--- config.mk ---
export PLATFORM = sky130hd
export DESIGN_NAME = bsvt_queue
export DESIGN_NICKNAME = d
export VERILOG_FILES = /design/src/rtl/bsvt_pkg.sv /design/src/rtl/bsvt_queue.sv
export SDC_FILE = /design/constraint.sdc
export NUM_CORES = 1
export LEC_CHECK = 0
export ABC_AREA = 1
export BUFFER_PORTS_ARGS = -buffer_cell sky130_fd_sc_hd__buf_2
export CELL_PAD_IN_SITES_DETAIL_PLACEMENT = 0
export CELL_PAD_IN_SITES_GLOBAL_PLACEMENT = 2
export CORE_AREA = 4 4 232 166
export DETAILED_ROUTE_END_ITERATION = 12
export DIE_AREA = 0 0 236 170
export GPL_TIMING_DRIVEN = 0
export PLACE_DENSITY = 0.81
export SETUP_SLACK_MARGIN = 0.05
export SLEW_MARGIN = 25
export SYNTH_ARGS = -nofsm -noshare
export SYNTH_HDL_FRONTEND = slang
export SYNTH_SLANG_ARGS = --single-unit
--- constraint.sdc ---
create_clock -name clk -period 24.5 [get_ports clk]
set_input_delay 0 -clock clk [delete_from_list [all_inputs] [get_ports clk]]
set_output_delay 0 -clock clk [all_outputs]
set_load 0.05 [all_outputs]
--- src/rtl/bsvt_pkg.sv ---
`timescale 1ns / 1ps
// ----------------------------------------------------------------------------
// bsvt_pkg
// shared types and constants of the bone-selected vertex transform
// ----------------------------------------------------------------------------
package bsvt_pkg;

  localparam int MAT_WORDS  = 12;
  localparam int MADDR_W    = 12;
  localparam int ZERO_AMAX  = 10;
  localparam int ZERO_SUMSQ = 115;

  typedef enum logic [2:0] {
    FN_LOAD_WORD  = 3'd0,
    FN_LOAD_GROUP = 3'd1,
    FN_MAP        = 3'd2,
    FN_XFORM      = 3'd3,
    FN_CLEAR      = 3'd4
  } func_t;

  localparam logic [1:0] CFG_BONE_COUNT   = 2'd0;
  localparam logic [1:0] CFG_GROUP_COUNT  = 2'd1;
  localparam logic [1:0] CFG_VERTEX_COUNT = 2'd2;
  localparam logic [1:0] CFG_SKIN_ENABLE  = 2'd3;

  typedef struct packed {
    logic                 wr;
    logic                 pass;
    logic [MADDR_W-1:0]   maddr;
    logic [31:0]          wdata;
    logic signed [31:0]   px;
    logic signed [31:0]   py;
    logic signed [31:0]   pz;
    logic signed [15:0]   nx;
    logic signed [15:0]   ny;
    logic signed [15:0]   nz;
  } job_t;

endpackage

--- src/rtl/bsvt_queue.sv ---
`timescale 1ns / 1ps
// ----------------------------------------------------------------------------
// bsvt_queue
// two-entry job queue between front and back
// ----------------------------------------------------------------------------
module bsvt_queue (
  input  logic            clk,
  input  logic            rst_n,
  input  logic            push,
  input  bsvt_pkg::job_t  push_job,
  input  logic            pop,
  output bsvt_pkg::job_t  head,
  output logic            full,
  output logic            empty
);
  import bsvt_pkg::*;

  job_t       ent_r [2];
  logic       wp_r;
  logic       rp_r;
  logic [1:0] cnt_r;

  assign head  = ent_r[rp_r];
  assign full  = (cnt_r == 2'd2);
  assign empty = (cnt_r == 2'd0);

  always_ff @(posedge clk) begin
    if (push) begin
      ent_r[wp_r] <= push_job;
    end
  end

  always_ff @(posedge clk) begin
    if (!rst_n) begin
      wp_r  <= 1'b0;
      rp_r  <= 1'b0;
      cnt_r <= 2'd0;
    end else begin
      if (push) begin
        wp_r <= ~wp_r;
      end
      if (pop) begin
        rp_r <= ~rp_r;
      end
      if (push && !pop) begin
        cnt_r <= cnt_r + 2'd1;
      end else if (pop && !push) begin
        cnt_r <= cnt_r - 2'd1;
      end
    end
  end

endmodule

==> metrics.txt, run 1 <==
detailed-route via count around 8000; RR Startpoint wp_r; Syn Nets slightly above 800; Ports between 300 and 400; die width around 240 µm; CTS Root Cell clkbuf_16; YS warnings 0; initial antenna violation count 5; GRT Total Usage 0.1542; f_max about 0.48 GHz; Setup Viol. Count Final 0; critical path endpoint ent_r[0][92]; Synth cell types 14; Hold Startpoint push_job[84]; cell count after synthesis around 630; Die ar. between 40000 and 50000 µm²; worst-case reg-to-reg path depth 5; crit path max fanout 23; Post-CTS Hold Fix Bufs 193; Post-Route Skew about 0.0081 ns; DR WL/cell 18.25 µm; Place WS 22.37 ns; Required @ worst endpoint around 25 ns; post_cts resized 0; DRT Pass-1 Iters 6; largest net degree at the start of global routing 83; Vias/cell about 4.5; final hold vios 0; Cell Area, Synth ~14000 µm²; global-route wire length before repair between 40000 and 50000 µm; DP Wirelength approximately 22000 µm; setup TNS 0 ns; nature of the critical path endpoint register; worst hold stages 2; Setup Fix Bufs, Post-CTS 0; fin. max-slew vios 0; status finished clean; Final Core Density 0.5560; Slew @ Worst Pin about 0.73 ns; clock buffer count from CTS 39; CORE AREA 36540 µm²; Starting DRT DRC Count about 370; max_cap viols 0; # rows slightly below 60; total grt overflow 0; fin crit period 2.101 ns; Avg Inst Size Synth roughly 23 µm²; Leak between 7 and 8 nW; DRT antenna net count 0; Worst-path clk slew approximately 0.060 ns; Worst Path Arrival 2.32 ns; pwr/cell area between 70 and 80 nW/µm²; period utilization 0.08577; Initial Util 0.3923; Max-Slew Margin vs Limit 0.5138; DRC viols 0; final layout net count approximately 1500; Layout fillers 2856; clock latency at the later pin of the worst-skew pair around 0.52 ns; Post-Route WL roughly 32000 µm; TritonCTS clock tree yes; Area growth, synth to finish 41.75%; Reg2Reg Setup Slack 22.40 ns; layout cells sized above 1 0.5168; die extent in y 170 µm; RePlAce Congestion 0.7188; vias in the first global route 8612; clk sinks 385; maximum clock path buffer count 3; reg2reg end ent_r[0][92]; CTS H-tree depth 2; Yosys reg bits 385; crit start category register; post-synthesis sequential area ratio 0.8031; Final WS setup roughly 22 ns; Port Buffers 385; Setup crit start wp_r; crit path kind reg -> reg; Max VDD drop between 0.05 and 0.06 mV; worst min path class in -> reg; RSZ-0062 raised after global routing false
==> layer usage <==
metal  global-route usage  wire (µm)  vias up
met5                    0          0        -
met4              0.04363        764        0
met3              0.05378       2588       53
met2               0.2676      16340      275
met1               0.1845      12720     3924
li1                     -          -     3758
==> cells in the mapped netlist (all sizes together) <==
library cell	instances	area, µm²
nand2	8	30.03
ha	1	12.51
dfxtp	5	100.1
edfxtp	380	11410
buf	21	180.2
mux2	190	2515
inv	8	30.03
nand3	1	5.000
o21ai	1	5.000
nand4	1	6.260
nor2	9	33.78
a21oi	1	5.000
==> worst max-delay path, cell delays in order, from the launching register on <==
cell	delay [ns]
dfxtp_1	0.34
nor2_4	0.59
buf_16	0.25
buf_12	0.20
buf_16	0.18
buf_16	0.18
==> worst min-delay path by stage <==
| stage | end |
|---|---|
| 5_1_grt | ent_r[0][184] |
| 3_5_place_dp | ent_r[1][16] |
| 3_3_place_gp | ent_r[0][112] |
| 4_1_cts | ent_r[1][84] |
| 2_1_floorplan | ent_r[0][0] |
| 6_report | ent_r[1][84] |
==> layout make-up <==
type / instances / area, µm² / share of cell area
Tap cell: 488 / 610.6 / 0.03005
Antenna cell: 5 / 12.51 / 0.0006158
Clock buffer: 48 / 1052 / 0.05179
Buffer: 21 / 180.2 / 0.008868
Clock inverter: 20 / 155.1 / 0.007636
Timing Repair Buffer: 589 / 4139 / 0.2037
Inverter: 8 / 37.54 / 0.001847
Multi-Input combinational cell: 212 / 2620 / 0.1289
Sequential cell: 385 / 11510 / 0.5665
==> power breakdown <==
part / internal, W / switching [W]
logic: 0.0000966 / 0.000172
clock network: 0.000326 / 0.000237
registers: 0.000763 / 0.00000787
total: 0.00119 / 0.000417
==> cells in the final DEF, fill, tap and decap left out <==
cell type,count
clkbuf_1,7
mux2_2,90
clkbuf_16,41
edfxtp_1,380
clkinvlp_4,1
dlygate4sd3_1,193
buf_16,8
nor2_1,8
ha_1,1
nor2_4,1
clkinv_2,7
buf_12,3
diode_2,5
nand2_1,8
clkinv_4,2
bufinv_16,2
o21ai_0,1
mux2_4,100
inv_1,7
buf_6,12
a21oi_1,1
nand4_1,1
inv_8,1
nand3_1,1
inv_6,1
clkinv_1,7
dfxtp_1,5
buf_2,394
==> kinds of logic (layout without fill, tap and decap cells) <==
kind of cell,count (synthesis),after routing,synth area share
multiplexers,190,190,0.1755
flip-flops,385,385,0.8031
adder cells (fa/ha/maj),1,1,0.0008728
buffers and inverters,29,686,0.01466
other,0,5,0
AND/OR/NAND/NOR,19,19,0.005237
AO/OA/AOI/OAI,2,2,0.0006977
==> flip-flops by register name, indices dropped and copies added (netlist names), named ones only <==
register and cells:
ent_r 380, cnt_r 2, rp_r 1, wp_r 1
==> per-stage QoR <==
step | total power [W] | hold slack (ns) | instance area (µm²) | std cells
after floorplan | 0.0009657 | 0.09887 | 14330 | 626
after global placement | 0.001032 | 0.1878 | 16870 | 1499
after detailed placement | 0.001029 | 0.1909 | 17170 | 1510
after CTS | 0.001623 | 0.1668 | 20310 | 1771
after global routing | 0.001670 | 0.1760 | 20320 | 1776
final | 0.001603 | 0.2011 | 20320 | 1776
Note: power is estimated with default switching activity, not from simulation.
==> inputs of run 2 (changes only) <==
- ABC_AREA: 1 -> 0
- CORE_AREA: 4 4 232 166 -> 4 4 247 177
- DIE_AREA: 0 0 236 170 -> 0 0 251 181
- PLACE_DENSITY: 0.81 -> 0.75
- clock period: 24.5 -> 1.78 ns (I/O delays scaled with it)
==> metrics.txt, run 2 <==
status complete, but fails checks; failing checks negative setup slack; period utilization 1.072; Regs by FF count ent_r (380), cnt_r (2); commonest non-fill, non-tap cell in the layout edfxtp_1; Ports 386; top cell type by total area after synthesis edfxtp_1; Syn Nets 808; Port Buffers slightly below 400; total grt overflow 0; dpl cell area 17310 µm²; Vias/cell about 4.4; Leak about 8.6 nW; maximum clock path buffer count 3; number of enable flip-flop cells after synthesis between 300 and 400; fin. max-slew vios 0; global-route wire length before repair just over 50000 µm; crit path max fanout 7; cell area after layout approximately 22000 µm²; max reg flops 380; die width between 200 and 300 µm; pwr/cell area around 1100 nW/µm²; crit path kind reg -> out; GRT Total Usage 0.1433; largest net degree at the start of global routing between 40 and 50; Max VDD drop 0.8891 mV; count leader, synth edfxtp_1; Reg with most FFs ent_r; worst min path class in -> reg; max_cap viols 0; clk sinks roughly 390; Post-synth ARST share 0; Yosys reg bits around 390; # rows 63; Worst-path clk slew approximately 0.06 ns; Slew @ Worst Pin 0.5799 ns; Inst Count DP roughly 1600; Cell Area, Synth 14320 µm²; DP Wirelength roughly 23000 µm; Worst Path Arrival 1.91 ns; ranking of synthesized cells by area edfxtp_1 (80%), mux2_4 (10%), mux2_2 (7.1%); Post-Route Skew 0.008266 ns; Synth top area share 0.7967; Die ar. 45430 µm²; met3 GRT Util 0.04850; DRT antenna net count 0; Top FF cell, synth edfxtp_1; CTS H-tree depth 2; setup TNS -12.26 ns; Final WS setup -0.1289 ns; initial antenna violation count 3; RSZ-0062 raised after global routing true; nature of the critical path endpoint output pin; DRT Pass-1 Iters 4; DR WL/cell 18.69 µm; Global Route met2 Usage 0.2526; vias in the first global route around 8800; Cell Count, Final, Fillers Out 1853; most frequent cells in the layout edfxtp_1 (380), buf_2 (206), dlygate4sd3_1 (193); f_max about 0.52 GHz; final layout net count around 1500; fin crit period around 1.9 ns; clock latency at the later pin of the worst-skew pair approximately 0.52 ns; CTS Root Cell clkbuf_16; YS warnings 0; Starting DRT DRC Count roughly 310; Synth cell types 17; Max-Slew Margin vs Limit 0.6126; crit start category register; Layout fillers between 3000 and 4000; DRC viols 0; met1 GRT Util 0.1686; cell count after synthesis slightly above 600; Post-Route WL 34640 µm; busiest layer in global routing met2; post-synthesis sequential area ratio 0.8037; Avg Inst Size Synth ~23 µm²; Required @ worst endpoint 1.78 ns; die extent in y between 150 and 200 µm; layout cells sized above 1 0.5324; Area growth, synth to finish 53.19%; Setup Viol. Count Final 155; clock buffer count from CTS 41; RePlAce Congestion between 0.7 and 0.8; detailed-route via count ~8000; Initial Util 0.3448; TritonCTS clock tree yes; final hold vios 0; Post-synth top cells edfxtp_1 (380), mux2_4 (100), mux2_2 (90), buf_6 (12), buf_2 (9); CORE AREA between 40000 and 50000 µm²
[run 2: cell types whose count changed after synthesis]
cell      delta
nand2_1      -8
xor2_1       +2
and2_1       +4
or3_1        +1
xnor2_1      +1
nand3_1      -1
a21boi_0     +1
a21oi_1      -1
nor2b_1      +3
nor2_1       -8
nand4_1      -1
o21a_1       +1
inv_1        -7
[run 2: layer usage]
metal | wire, µm | vias to the layer above
met5 | 0 | -
met4 | 711 | 0
li1 | - | 3771
met1 | 13500 | 4046
met2 | 17670 | 266
met3 | 2747 | 54
[run 2: power by group]
group	switching (W)	total (W)	internal, W
logic	0.00279	0.00493	0.00214
clock network	0.00337	0.00809	0.00472
registers	0.000108	0.0106	0.0105
[run 2: path summary, 6_finish.rpt]
| path | from | to | slack, ns | cells past startpoint |
|---|---|---|---|---|
| max reg2reg | wp_r | ent_r[0][168] | 0.19 | 3 |
| max | register | head[57] | -0.13 | 6 |
| min | push_job[151] | ent_r[1][151] | 0.20 | 2 |
| min reg2reg | cnt_r[1] | cnt_r[1] | 0.52 | 2 |
[run 2: logic make-up (layout without fill, tap and decap cells)]
kind of cell	count (synthesis)	after routing	share of synthesized area
compound gates	3	3	0.001398
xor+xnor	3	3	0.001835
fa+ha+maj	1	1	0.0008735
buf+inv	22	707	0.01284
flops	385	385	0.8037
mux	190	190	0.1756
other cells	0	3	0
simple gates	9	9	0.003756
[run 2: final cells by class]
type,count,area [µm²],area share
Antenna cell,3,7.507,0.0003422
Buffer,21,400.4,0.01825
Clock buffer,51,1106,0.05041
Clock inverter,24,176.4,0.008041
Inverter,1,3.754,0.0001711
Multi-Input combinational cell,206,2735,0.1247
Sequential cell,385,11520,0.5249
Tap cell,552,690.7,0.03148
Timing Repair Buffer,610,5305,0.2418
[run 2: metrics by stage]
stage                     power (W)  hold WS (ns)  utilization  setup WS [ns]
final                       0.02361        0.1958       0.5282        -0.1289
after global routing        0.02458        0.1670       0.5282        -0.1978
after CTS                   0.02357        0.1522       0.5111        -0.2355
after detailed placement    0.01462        0.1910       0.4168         0.1686
after global placement      0.01452        0.1865       0.4080         -3.636
after floorplan             0.01355       0.09887            -         -1.781
[run 2: what timing repair did]
item                                    CTS  global route
gates cloned                              5             4
hold endpoints to repair                391             0
endpoints found under the setup margin  190           190
resized for setup                       170           288
setup buffers                             8             1
hold buffers                            193             0
[run 2: critical path: stages (launching register included)]
cell	delay, ns
dfxtp_4	0.36
buf_12	0.15
buf_4	0.14
buf_4	0.13
buf_12	0.13
mux2_4	0.32
buf_8	0.15
